--- config.mk ---
export PLATFORM = sky130hd
export DESIGN_NAME = request_worker_matcher_unit
export DESIGN_NICKNAME = d
export VERILOG_FILES = /design/src/rtl/rwm_pkg.sv /design/src/rtl/rwm_in_reg.sv /design/src/rtl/rwm_core.sv /design/src/rtl/request_worker_matcher_unit.sv
export SDC_FILE = /design/constraint.sdc
export NUM_CORES = 1
export LEC_CHECK = 0
export ABC_CLOCK_PERIOD_IN_PS = 5000
export BUFFER_PORTS_ARGS = -buffer_cell sky130_fd_sc_hd__buf_2
export CAP_MARGIN = 0
export CORE_ASPECT_RATIO = 0.9
export CORE_MARGIN = 5
export CORE_UTILIZATION = 55
export DETAILED_ROUTE_END_ITERATION = 6
export PLACE_DENSITY = 0.81
export SYNTH_ARGS = -nofsm -noshare
export SYNTH_HDL_FRONTEND = slang
export SYNTH_HIERARCHICAL = 1
export SYNTH_SLANG_ARGS = --single-unit
--- constraint.sdc ---
create_clock -name clk -period 5 [get_ports clk]
set_clock_uncertainty 0.15 [all_clocks]
set_input_delay 0 -clock clk [delete_from_list [all_inputs] [get_ports clk]]
set_output_delay 0 -clock clk [all_outputs]
set_load 0.02 [all_outputs]
--- src/rtl/rwm_pkg.sv ---
package rwm_pkg;

  localparam int REQUEST_DEPTH = 16;
  localparam int WORKER_DEPTH  = 16;

  localparam int REQ_PTR_W = (REQUEST_DEPTH > 1) ? $clog2(REQUEST_DEPTH) : 1;
  localparam int WRK_PTR_W = (WORKER_DEPTH > 1) ? $clog2(WORKER_DEPTH) : 1;
  localparam int REQ_CNT_W = $clog2(REQUEST_DEPTH + 1);
  localparam int WRK_CNT_W = $clog2(WORKER_DEPTH + 1);

  localparam int TAG_W   = 16;
  localparam int WID_W   = 8;
  localparam int CNT_OUT_W = 5;

  typedef enum logic {
    OP_REQUEST     = 1'b0,
    OP_WORKER_FREE = 1'b1
  } opcode_t;

  typedef enum logic [1:0] {
    ST_DISPATCHED = 2'd0,
    ST_QUEUED     = 2'd1,
    ST_DROPPED    = 2'd2
  } status_t;

  typedef struct packed {
    opcode_t           opcode;
    logic [TAG_W-1:0]  request_tag;
    logic [WID_W-1:0]  worker_id;
  } in_t;

  typedef struct packed {
    status_t              status;
    logic [TAG_W-1:0]     out_request;
    logic [WID_W-1:0]     out_worker;
    logic [CNT_OUT_W-1:0] pending_requests;
    logic [CNT_OUT_W-1:0] idle_workers;
  } out_t;

endpackage

--- src/rtl/rwm_in_reg.sv ---
module rwm_in_reg (
  input  logic         clk,
  input  logic         rst_n,
  input  logic         start,
  input  rwm_pkg::in_t in_item,
  output logic         valid,
  output rwm_pkg::in_t item
);

  logic         valid_r;
  rwm_pkg::in_t item_r;

  always_ff @(posedge clk) begin
    if (!rst_n) begin
      valid_r <= 1'b0;
    end else begin
      valid_r <= start;
    end
  end

  always_ff @(posedge clk) begin
    if (start) begin
      item_r <= in_item;
    end
  end

  assign valid = valid_r;
  assign item  = item_r;

endmodule

--- src/rtl/rwm_core.sv ---
module rwm_core (
  input  logic          clk,
  input  logic          rst_n,
  input  logic          valid,
  input  rwm_pkg::in_t  item,
  output logic          out_strobe,
  output rwm_pkg::out_t out_item
);

  localparam int RQ_D = rwm_pkg::REQUEST_DEPTH;
  localparam int WK_D = rwm_pkg::WORKER_DEPTH;
  localparam int RP_W = rwm_pkg::REQ_PTR_W;
  localparam int WP_W = rwm_pkg::WRK_PTR_W;
  localparam int RC_W = rwm_pkg::REQ_CNT_W;
  localparam int WC_W = rwm_pkg::WRK_CNT_W;

  logic [rwm_pkg::TAG_W-1:0] req_mem [RQ_D];
  logic [rwm_pkg::WID_W-1:0] wrk_mem [WK_D];

  logic [RP_W-1:0] req_head_r, req_head_nxt;
  logic [RC_W-1:0] req_cnt_r, req_cnt_nxt;
  logic [WP_W-1:0] wrk_head_r, wrk_head_nxt;
  logic [WC_W-1:0] wrk_cnt_r, wrk_cnt_nxt;

  logic            strobe_r;
  rwm_pkg::out_t   res_r, res_nxt;

  logic req_push, req_pop, wrk_push, wrk_pop;
  logic req_empty, req_full, wrk_empty, wrk_full;
  logic [RC_W:0]   req_wsum;
  logic [WC_W:0]   wrk_wsum;
  logic [RP_W-1:0] req_widx;
  logic [WP_W-1:0] wrk_widx;
  logic [RP_W-1:0] req_head_inc;
  logic [WP_W-1:0] wrk_head_inc;

  assign req_empty = (req_cnt_r == '0);
  assign wrk_empty = (wrk_cnt_r == '0);
  assign req_full  = (req_cnt_r == RC_W'(RQ_D));
  assign wrk_full  = (wrk_cnt_r == WC_W'(WK_D));

  assign req_pop  = valid && item.opcode == rwm_pkg::OP_WORKER_FREE && !req_empty;
  assign wrk_pop  = valid && item.opcode == rwm_pkg::OP_REQUEST && !wrk_empty;
  assign req_push = valid && item.opcode == rwm_pkg::OP_REQUEST && wrk_empty && !req_full;
  assign wrk_push = valid && item.opcode == rwm_pkg::OP_WORKER_FREE && req_empty && !wrk_full;

  // tail slot = head + count, wrapped once (sum stays below twice the depth)
  always_comb begin
    req_wsum = (RC_W+1)'(req_head_r) + (RC_W+1)'(req_cnt_r);
    if (req_wsum >= (RC_W+1)'(RQ_D)) begin
      req_wsum = req_wsum - (RC_W+1)'(RQ_D);
    end
    req_widx = req_wsum[RP_W-1:0];
    wrk_wsum = (WC_W+1)'(wrk_head_r) + (WC_W+1)'(wrk_cnt_r);
    if (wrk_wsum >= (WC_W+1)'(WK_D)) begin
      wrk_wsum = wrk_wsum - (WC_W+1)'(WK_D);
    end
    wrk_widx = wrk_wsum[WP_W-1:0];
  end

  assign req_head_inc = (req_head_r == RP_W'(RQ_D - 1)) ? '0 : req_head_r + 1'b1;
  assign wrk_head_inc = (wrk_head_r == WP_W'(WK_D - 1)) ? '0 : wrk_head_r + 1'b1;

  always_comb begin
    req_head_nxt = req_head_r;
    req_cnt_nxt  = req_cnt_r;
    wrk_head_nxt = wrk_head_r;
    wrk_cnt_nxt  = wrk_cnt_r;
    if (req_pop) begin
      req_head_nxt = req_head_inc;
      req_cnt_nxt  = req_cnt_r - 1'b1;
    end
    if (req_push) begin
      req_cnt_nxt = req_cnt_r + 1'b1;
    end
    if (wrk_pop) begin
      wrk_head_nxt = wrk_head_inc;
      wrk_cnt_nxt  = wrk_cnt_r - 1'b1;
    end
    if (wrk_push) begin
      wrk_cnt_nxt = wrk_cnt_r + 1'b1;
    end
  end

  always_comb begin
    res_nxt             = '0;
    res_nxt.status      = rwm_pkg::ST_DROPPED;
    if (req_pop || wrk_pop) begin
      res_nxt.status = rwm_pkg::ST_DISPATCHED;
    end else if (req_push || wrk_push) begin
      res_nxt.status = rwm_pkg::ST_QUEUED;
    end
    if (wrk_pop) begin
      res_nxt.out_request = item.request_tag;
      res_nxt.out_worker  = wrk_mem[wrk_head_r];
    end else if (req_pop) begin
      res_nxt.out_request = req_mem[req_head_r];
      res_nxt.out_worker  = item.worker_id;
    end
    res_nxt.pending_requests = rwm_pkg::CNT_OUT_W'(req_cnt_nxt);
    res_nxt.idle_workers     = rwm_pkg::CNT_OUT_W'(wrk_cnt_nxt);
  end

  always_ff @(posedge clk) begin
    if (!rst_n) begin
      req_head_r <= '0;
      req_cnt_r  <= '0;
      wrk_head_r <= '0;
      wrk_cnt_r  <= '0;
      strobe_r   <= 1'b0;
    end else begin
      req_head_r <= req_head_nxt;
      req_cnt_r  <= req_cnt_nxt;
      wrk_head_r <= wrk_head_nxt;
      wrk_cnt_r  <= wrk_cnt_nxt;
      strobe_r   <= valid;
    end
  end

  always_ff @(posedge clk) begin
    if (req_push) begin
      req_mem[req_widx] <= item.request_tag;
    end
    if (wrk_push) begin
      wrk_mem[wrk_widx] <= item.worker_id;
    end
    if (valid) begin
      res_r <= res_nxt;
    end
  end

  assign out_strobe = strobe_r;
  assign out_item   = res_r;

`ifndef SYNTH
  // a request and a free worker never wait at the same time
  a_not_both_waiting: assert property (@(posedge clk) disable iff (!rst_n)
    req_empty || wrk_empty)
    else $error("requests and workers both queued");

  a_req_cnt_bound: assert property (@(posedge clk) disable iff (!rst_n)
    req_cnt_r <= RC_W'(RQ_D))
    else $error("request count above depth");

  a_wrk_cnt_bound: assert property (@(posedge clk) disable iff (!rst_n)
    wrk_cnt_r <= WC_W'(WK_D))
    else $error("worker count above depth");

  // a drop leaves both counts as they were
  a_drop_holds_counts: assert property (@(posedge clk) disable iff (!rst_n)
    valid && !req_pop && !wrk_pop && !req_push && !wrk_push |=>
      $stable(req_cnt_r) && $stable(wrk_cnt_r))
    else $error("count changed on dropped item");

  a_strobe_follows_item: assert property (@(posedge clk) disable iff (!rst_n)
    valid |=> out_strobe)
    else $error("missing result strobe");
`endif

endmodule

--- src/rtl/request_worker_matcher_unit.sv ---
// request/worker matcher
// Input channel: drive in_item and raise start for one cycle per event. An
// event is transferred at a rising edge with start high and busy low; busy
// is always low, so one event may be transferred in every cycle.
// opcode request: pairs the tag with the oldest free worker, or queues it.
// opcode worker free: pairs the worker with the oldest pending request, or
// queues it. A push onto a full queue drops the item (status dropped).
// Result channel: out_strobe is high for exactly one cycle with out_item;
// that result is transferred at the edge closing that cycle. One result per
// event, in event order.
// An event passes through the input register, then the matching logic into
// the result register, and its result is then strobed on out_strobe.
// Throughput: 1 event per cycle, as both queues are updated once per event.
// Reset (rst_n low at a clock edge) empties both queues and drops any event
// still in flight; queue contents are not cleared.
// The receiver cannot stall: results must be taken when strobed.
module request_worker_matcher_unit (
  input  logic          clk,
  input  logic          rst_n,
  input  logic          start,
  output logic          busy,
  input  rwm_pkg::in_t  in_item,
  output logic          out_strobe,
  output rwm_pkg::out_t out_item
);

  logic         item_valid;
  rwm_pkg::in_t item;

  assign busy = 1'b0;

  rwm_in_reg u_in_reg (
    .clk     (clk),
    .rst_n   (rst_n),
    .start   (start),
    .in_item (in_item),
    .valid   (item_valid),
    .item    (item)
  );

  rwm_core u_core (
    .clk        (clk),
    .rst_n      (rst_n),
    .valid      (item_valid),
    .item       (item),
    .out_strobe (out_strobe),
    .out_item   (out_item)
  );

endmodule

# == Yosys cells after proc, flatten, opt, wreduce, memory -nomap -nowiden ==
# Memories as Yosys holds them, arrays and structs flattened. A register that Yosys moved wholly into a read port is not among the register bits.
# Index checks and enable logic that the tools add are counted.
# totals
out_inout_bits,38
memories,2
reg_bits,81
rom_bits,0
latch_bits,0
input_bits,28
ramBits,384
word_cells,68
# classes
n_lt_le_gt_ge,2
eq_ne,4
mul,0
n_bitwise,1
mux,19
n_addsub,10
n_reduce_logical,16
shift,0
n_div,0
# mem_list
memory,depth,word_bits,read_ports,rd_ports_with_merged_regs,wr,line,rtl
u_core.req_mem,16,16,1,1,1,rwm_core.sv:17,logic [rwm_pkg::TAG_W-1:0] req_mem [RQ_D];
u_core.wrk_mem,16,8,1,1,1,rwm_core.sv:18,logic [rwm_pkg::WID_W-1:0] wrk_mem [WK_D];
# ops
operator,n
$mux W24,2
$mux W4,8
$mux W5,4
$add A4 B5 Y6,2
$ge A6 B5 Y1 const B,2
$add A5 B1 Y5 const B,2
$eq A5 B5 Y1 const B,2
$logic_not A5 Y1,2
$sub A5 B1 Y5 const B,2
$add A4 B1 Y4 const B,2
$eq A4 B4 Y1 const B,2
$logic_and A1 B1 Y1,8
$sub A4 B1 Y4 const B,2
$logic_not A1 Y1,4
$mux W1,4
$logic_or A1 B1 Y1,2
$mux W2,1
$not A1 Y1,1

# == Logic depth before layout (Yosys ltp) ==
# Gate-level depths: netlist of the first run.
# logic_depth
depth_word,6
ltp_mapped,7
depth_no_buf,6

# == Hierarchy ==
# Netlist of the first run, hierarchy kept.
# modules_own_cells
module,seq_area_each_um2,instances,cells_each,area_per_inst_um2
rwm_core,13152.6,1,872,17576.9
rwm_in_reg,770.7,1,27,777.0
request_worker_matcher_unit,0.0,1,2,11.3

# == Worst setup path after synthesis of the first run ==
# No wires, ideal clock.
# synth_timing
path_kind,reg2reg
startpoint,"reg u_in_reg.valid_r, in the netlist u_in_reg/valid"
endpoint,mem u_core/req_mem[0][0] (netlist name) (enable)
required_ns,4.441
arrival_time_ns,3.353
slack_ns,1.088
setup_ns,0.409
path_stages_with_launch,5
n_path_buf,0
synth_period_minus_slack_ns,3.912
path_cell_list,dfxtp_1 or3b_2 nor3_2 nand3_1 nor3_1
# synth_via
elab_chain_cells,5
# synth_lines
item,line,rtl
"start, declared",rwm_in_reg.sv:10,logic valid_r;
"start signal, assigned",rwm_in_reg.sv:17,valid_r <= start;
$logic_and A1 B1 Y1 (3 in series),rwm_core.sv:44,assign req_push = valid && item.opcode == rwm_pkg::OP_REQUEST && wrk_empty && !req_full;
$mux W1,rwm_core.sv:121,if (req_push) begin
$mux W1 (implied by the code),rwm_core.sv:122,req_mem[req_widx] <= item.request_tag;
"end, declared",rwm_core.sv:17,
# Every way passes these cells.

# == Worst setup path in the final report of the first run ==
# layout_timing
startpoint,"reg u_in_reg.valid_r, in the netlist u_in_reg/valid"
endpoint,mem u_core/wrk_mem[7][4] (netlist name) (enable)
# layout_via
elab_chain_cells,5
# layout_lines
item,line,rtl
$logic_and A1 B1 Y1 (3 in series),rwm_core.sv:45,assign wrk_push = valid && item.opcode == rwm_pkg::OP_WORKER_FREE && req_empty && !wrk_full;
$mux W1,rwm_core.sv:124,if (wrk_push) begin
$mux W1 (implied by the code),rwm_core.sv:125,wrk_mem[wrk_widx] <= item.worker_id;
"end, declared",rwm_core.sv:18,
# Every way passes these cells.

==> results of run 1 <==
-- Yosys cell counts (2+ instances only) --
cell type / instances / area share (%)
o21ai_0: 4 / 0.11
a21oi_1: 7 / 0.19
a21boi_0: 6 / 0.25
buf_4: 7 / 0.29
mux4_2: 94 / 12
buf_2: 9 / 0.25
inv_1: 6 / 0.12
or3b_2: 2 / 0.095
ha_1: 12 / 0.82
o211ai_1: 4 / 0.16
nor3b_1: 3 / 0.12
nand2b_1: 5 / 0.17
a22oi_1: 46 / 1.9
nand2_1: 44 / 0.90
nand4b_1: 2 / 0.095
edfxtp_1: 445 / 73
or4b_2: 2 / 0.11
a31oi_1: 2 / 0.068
dfxtp_1: 28 / 3.1
and2_1: 9 / 0.31
buf_1: 5 / 0.10
nor2_1: 3 / 0.061
nor4b_1: 2 / 0.095
a21o_1: 2 / 0.082
xor2_1: 4 / 0.19
nand3b_1: 2 / 0.082
mux2i_1: 16 / 0.87
clkbuf_1: 18 / 0.37
nor3_1: 41 / 1.1
nor4_1: 2 / 0.068
mux2_2: 23 / 1.4
xnor2_1: 13 / 0.62
nand3_1: 12 / 0.33
fa_1: 2 / 0.22
-- final timing paths --
check / start / end / cells after the start
max: u_in_reg/valid / u_core/wrk_mem[7][4] / 5
min reg2reg: u_core/req_head_r[0] / flop / 2
max reg2reg: u_in_reg/valid / u_core/wrk_mem[7][4] / 5
min: in_item[17] / u_in_reg/item[17] / 2
-- flip-flops by register name, summed over array words and instances (netlist names), named ones only --
signal             cells
u_core/req_mem       256
u_core/wrk_head_r      4
u_core/req_cnt_r       5
u_in_reg/item         25
u_core/out_item       36
u_in_reg/valid         1
u_core/wrk_mem       128
u_core/wrk_cnt_r       5
u_core/req_head_r      4
u_core/out_strobe      1
-- stage by stage --
step           std cells  util (%)  setup WS [ns]
2_1_floorplan        901         -           1.09
3_3_place_gp        1372      58.6           1.50
3_5_place_dp        1372      58.6           1.34
4_1_cts             1490      64.0           1.32
5_1_grt             1490      64.0           1.11
6_report            1490      64.0           1.30
-- power by group through the flow --
stage / clock, mW / combinational, mW / sequential [mW]
2_1_floorplan: 0 / 0.151 / 4.57
3_3_place_gp: 0 / 0.244 / 4.60
3_5_place_dp: 0 / 0.249 / 4.61
4_1_cts: 3.29 / 0.274 / 4.52
5_1_grt: 3.49 / 0.296 / 4.53
6_report: 3.25 / 0.277 / 4.52
-- metal layers --
metal | GRT usage (%) | routed length [microns]
met5 | 0 | 0
met4 | 6.38 | 1240
met3 | 4.24 | 3520
met2 | 36.4 | 20200
met1 | 30.2 | 15300
-- final cells by class --
class,count,area [sq um],area share [%]
tap,422,528,2.50
inverter,6,22.5,0.107
timing repair buffer,125,868,4.11
clock buffer,51,1150,5.44
multi-input combinational,382,4330,20.5
clock inverter,31,275,1.30
sequential,473,13900,66.0
-- logic make-up after synthesis --
| logic type | after synthesis |
|---|---|
| AO/OA/AOI/OAI | 77 |
| XOR/XNOR | 17 |
| adder cells (fa/ha/maj) | 14 |
| buffers and inverters | 46 |
| flip-flops | 473 |
| multiplexers | 133 |
| other | 1 |
| AND/OR/NAND/NOR | 140 |
==> impl_metrics.toml, run 1 <==
[floorplan]
rows = 63
core_sq_um = 32900
die_area_sq_um = 37200
io_pins = 66
start_util_pct = 55.7
fp.dieH_microns = 183
die_w_microns = 203

[setup_path]
critPathRequiredTime_ns = 5.00
cp_num_buf_inv = 1
setup.worst_path.end_class = "flop"
slowest_delay_ns = 1.00
reg2reg_slack_ns = 1.30
crit_path_top_delay_cell = "nor3_1"
path_max_fanout = 42
crit_arrival_ns = 3.70
crit_chain = "buf_4 -> nand2_1 -> a2111oi_4 -> nand3_1 -> nor3_1"
start_kind = "flop"
critPathKind = "reg -> reg"
cp_top_family = "simple AND/OR/NAND/NOR gates"

[global_route]
first_global_vias = 9816
grt_max_degree = 55
gr-total-overflow = 0
grt_pass1_wl_mm = 61.2
grt.total_usage_pct = 21.9
antenna_found_initial = 0

[sta]
final.min_clock_period_ns = 3.70
slew_headroom_pct = 17.6
rsz0062_at_grt = "false"
maxSlewViolCount = 0
setup_viol = 0
worst_pin_slew_ns = 1.23
fmax_mhz = 271
whs_ns = 0.0126
tns_ns = 0
period_share_pct = 73.9
hold_viol = 0

[clocking]
hold_buffers = 36
clk_latency_ns = 0.55
numCtsBuffers = 44
cts.sinks = 473
cts_tree = "done"
cts-root-buf = "clkbuf_16"
post-cts-setup-buffer-count = 0
h-tree-depth = 2
clk_pin_slew_ns = 0.06
cts_resized = 0
clockBufferDepth = 3

[yosys]
yosys-mux-area-fraction_pct = 13.8
synth_nets = 943
synthCells = 901
synthAdderAreaFrac_pct = 1.04
async_reset_ff_share_pct = 0
ys_ff_latch = 473
synth_seq_area_share_pct = 75.8
synth_top_family_by_area = "multiplexers"
yosys.area_share.simple_pct = 4.18
yosys_most_used_dff = "edfxtp_1"
yosys_warnings = 6
syn_area_sq_um = 18400
synth_cell_types = 53
synth_area_per_cell_sq_um = 20.4
synth_compound_area_share_pct = 3.14
synth_xor_xnor_area_share_pct = 0.811
synth_edf_count = 445

[run]
cap_violations = 0

[place]
routabilityCongestion = 0.795
placedInstanceArea_sq_um = 19300
io_buffers = 64
dp_hpwl_mm = 23.1

[route]
firstDrtPassIters = 5
drtIter0Drc = 970
wirelength_mm = 40.2
ant_nets = 0
via_per_inst = 6.40
num_vias = 9538
drc_errors = 0
wl_per_cell_microns = 27.0

[final_layout]
final_common_cell = "edfxtp_1"
fin_nets = 1074
final_cell_mix = "445 x edfxtp_1, 94 x mux4_2, 64 x buf_2"
drive_gt1_share_pct = 28.5
area_growth_syn_to_layout_pct = 14.9
stdcell_area_sq_um = 21100
antennaDiodeCount = 0
fillers = 2113

[pwr]
power.switching_mw = 1.69
p_sw_share_pct = 21.0
total_power_mw = 8.04
power_frac_seq_pct = 56.2
clockPowerShare_pct = 40.4
combPwrFrac_pct = 3.4
powerDensity_nw_per_um2 = 381
power_leakage_nw = 6.80
max-vdd-ir-drop_v = 0.000320
intPower_mw = 6.36

[hold_path]
worstHoldPathType = "in -> reg"

[outcome]
status = "completed"
Power figures use the tool's default switching activity.
==> run 2: changes to the inputs <==
--- a/config.mk
+++ b/config.mk
@@ -5,7 +5,7 @@
 export SDC_FILE = /design/constraint.sdc
 export NUM_CORES = 1
 export LEC_CHECK = 0
-export ABC_CLOCK_PERIOD_IN_PS = 5000
+export ABC_CLOCK_PERIOD_IN_PS = 3450
 export BUFFER_PORTS_ARGS = -buffer_cell sky130_fd_sc_hd__buf_2
 export CAP_MARGIN = 0
 export CORE_ASPECT_RATIO = 0.9
==> constraint.sdc (replaced) <==
create_clock -name clk -period 3.45 [get_ports clk]
set_clock_uncertainty 0.15 [all_clocks]
set_input_delay 0 -clock clk [delete_from_list [all_inputs] [get_ports clk]]
set_output_delay 0 -clock clk [all_outputs]
set_load 0.02 [all_outputs]
==> impl_metrics.toml, run 2 (synthesis results as in run 1) <==
[setup_path]
setup.worst_path.end_class = "flop"
critPathKind = "reg -> reg"
path_max_fanout = 11
crit_arrival_ns = 3.19
critPathRequiredTime_ns = 3.56
start_kind = "flop"

[sta]
hold_viol = 0
worst_pin_slew_ns = 1.22
setup_viol = 0
maxSlewViolCount = 0
whs_ns = 0.0235
tns_ns = 0
slew_headroom_pct = 18.5
fmax_mhz = 324
final.min_clock_period_ns = 3.09
setup_slack_ns = 0.364
rsz0062_at_grt = "false"
period_share_pct = 89.5

[floorplan]
start_util_pct = 55.7
core_sq_um = 32900
fp.dieH_microns = 183
io_pins = 66
die_w_microns = 203
rows = 63
die_area_sq_um = 37200

[clocking]
clk_latency_ns = 0.56
numCtsBuffers = 45
clk_pin_slew_ns = 0.06
cts_resized = 0
clockBufferDepth = 3
h-tree-depth = 2
cts.sinks = 473
cts_tree = "done"
cts-root-buf = "clkbuf_16"
post-cts-setup-buffer-count = 0

[place]
place_inst = 1398
io_buffers = 64
post-place-ws_ns = 0.442
routabilityCongestion = 0.828
dp_hpwl_mm = 23.4

[route]
drtIter0Drc = 954
wl_per_cell_microns = 27.1
num_vias = 9604
via_per_inst = 6.31
wirelength_mm = 41.3
drc_errors = 0
ant_nets = 0
firstDrtPassIters = 6

[pwr]
max-vdd-ir-drop_v = 0.000634
powerDensity_nw_per_um2 = 556
power_leakage_nw = 6.99

[hold_path]
worstHoldPathType = "in -> reg"

[final_layout]
regMostFlops = "u_core/req_mem"
fillers = 2077
final_cell_mix = "445 x edfxtp_1, 94 x mux4_2, 64 x buf_2"
multiInputGateArea_sq_um = 4320
antennaDiodeCount = 0
final_common_cell = "edfxtp_1"
final_cells = 1522
seqCellArea_sq_um = 13900
fin_nets = 1108
largest_reg_flops = 256
area_growth_syn_to_layout_pct = 16.6
drive_gt1_share_pct = 30.0

[global_route]
grt_max_degree = 49
first_global_vias = 9876
antenna_found_initial = 0
grt.total_usage_pct = 22.6
grt_pass1_wl_mm = 62.6
gr-total-overflow = 0

[outcome]
status = "completed"

[run]
cap_violations = 0
==> run 2: changes by cell type in the layout (fill, tap and decap cells not counted), moves of 2 or more <==
| cell | delta |
|---|---|
| buf_4 | +25 |
| dlygate4sd3_1 | +7 |
| clkbuf_16 | +3 |
| clkinv_1 | -3 |
| clkinv_2 | -3 |
| clkbuf_1 | +2 |
| clkinv_8 | -2 |
==> run 2: worst max-delay path, cell delays in order (launching register included) <==
cell and delay, ns:
dfxtp_1 0.39, inv_1 0.09, ha_1 0.21, or3b_2 0.51
nor3_2 0.23, buf_4 0.21, nand3_1 0.25, nor3_2 0.45
buf_4 0.30
==> run 2: layer usage <==
layer | routed length (microns) | vias to the layer above | GRT usage [%]
met5 | 0 | - | 0
met4 | 1560 | 0 | 8.17
met3 | 2960 | 99 | 3.48
met2 | 21400 | 499 | 39.0
met1 | 15400 | 4944 | 29.7
li1 | - | 4062 | -
==> run 2: layout make-up <==
class / count / area share [%]
Sequential cell: 473 / 65.0
Multi-Input combinational cell: 382 / 20.2
Clock buffer: 57 / 5.81
Timing Repair Buffer: 158 / 5.35
Tap cell: 422 / 2.47
Clock inverter: 24 / 1.04
Inverter: 6 / 0.105
==> run 2: where the power goes <==
group          internal (mW)  switching (mW)  total (mW)
logic                  0.185           0.239       0.425
registers               6.40           0.152        6.55
clock network           2.85            2.08        4.93
total                   9.44            2.47        11.9
==> run 2: metrics by stage <==
stage | area (sq um) | power (mW) | util [%]
after detailed placement | 19500 | 7.04 | 59.2
final | 21400 | 11.9 | 65.0
after floorplan | 18400 | 6.84 | -
after global routing | 21400 | 12.3 | 65.0
after global placement | 19500 | 7.03 | 59.2
after CTS | 21400 | 11.9 | 65.0
==> run 2: timing repair <==
item	4_1_cts	5_1_grt
hold endpoints to repair	78	0
endpoints found under the setup margin	0	0
hold buffers	43	0
==> run 2: final timing paths <==
check,start,to,slack [ns],depth (start not counted)
setup / recovery,u_core/wrk_cnt_r[1],u_core/req_mem[15][11],0.36,8
hold / removal,in_item[6],u_in_reg/item[6],0.02,2
setup reg to reg,u_core/wrk_cnt_r[1],u_core/req_mem[15][11],0.36,8
hold reg to reg,u_core/wrk_head_r[0],flop,0.45,2
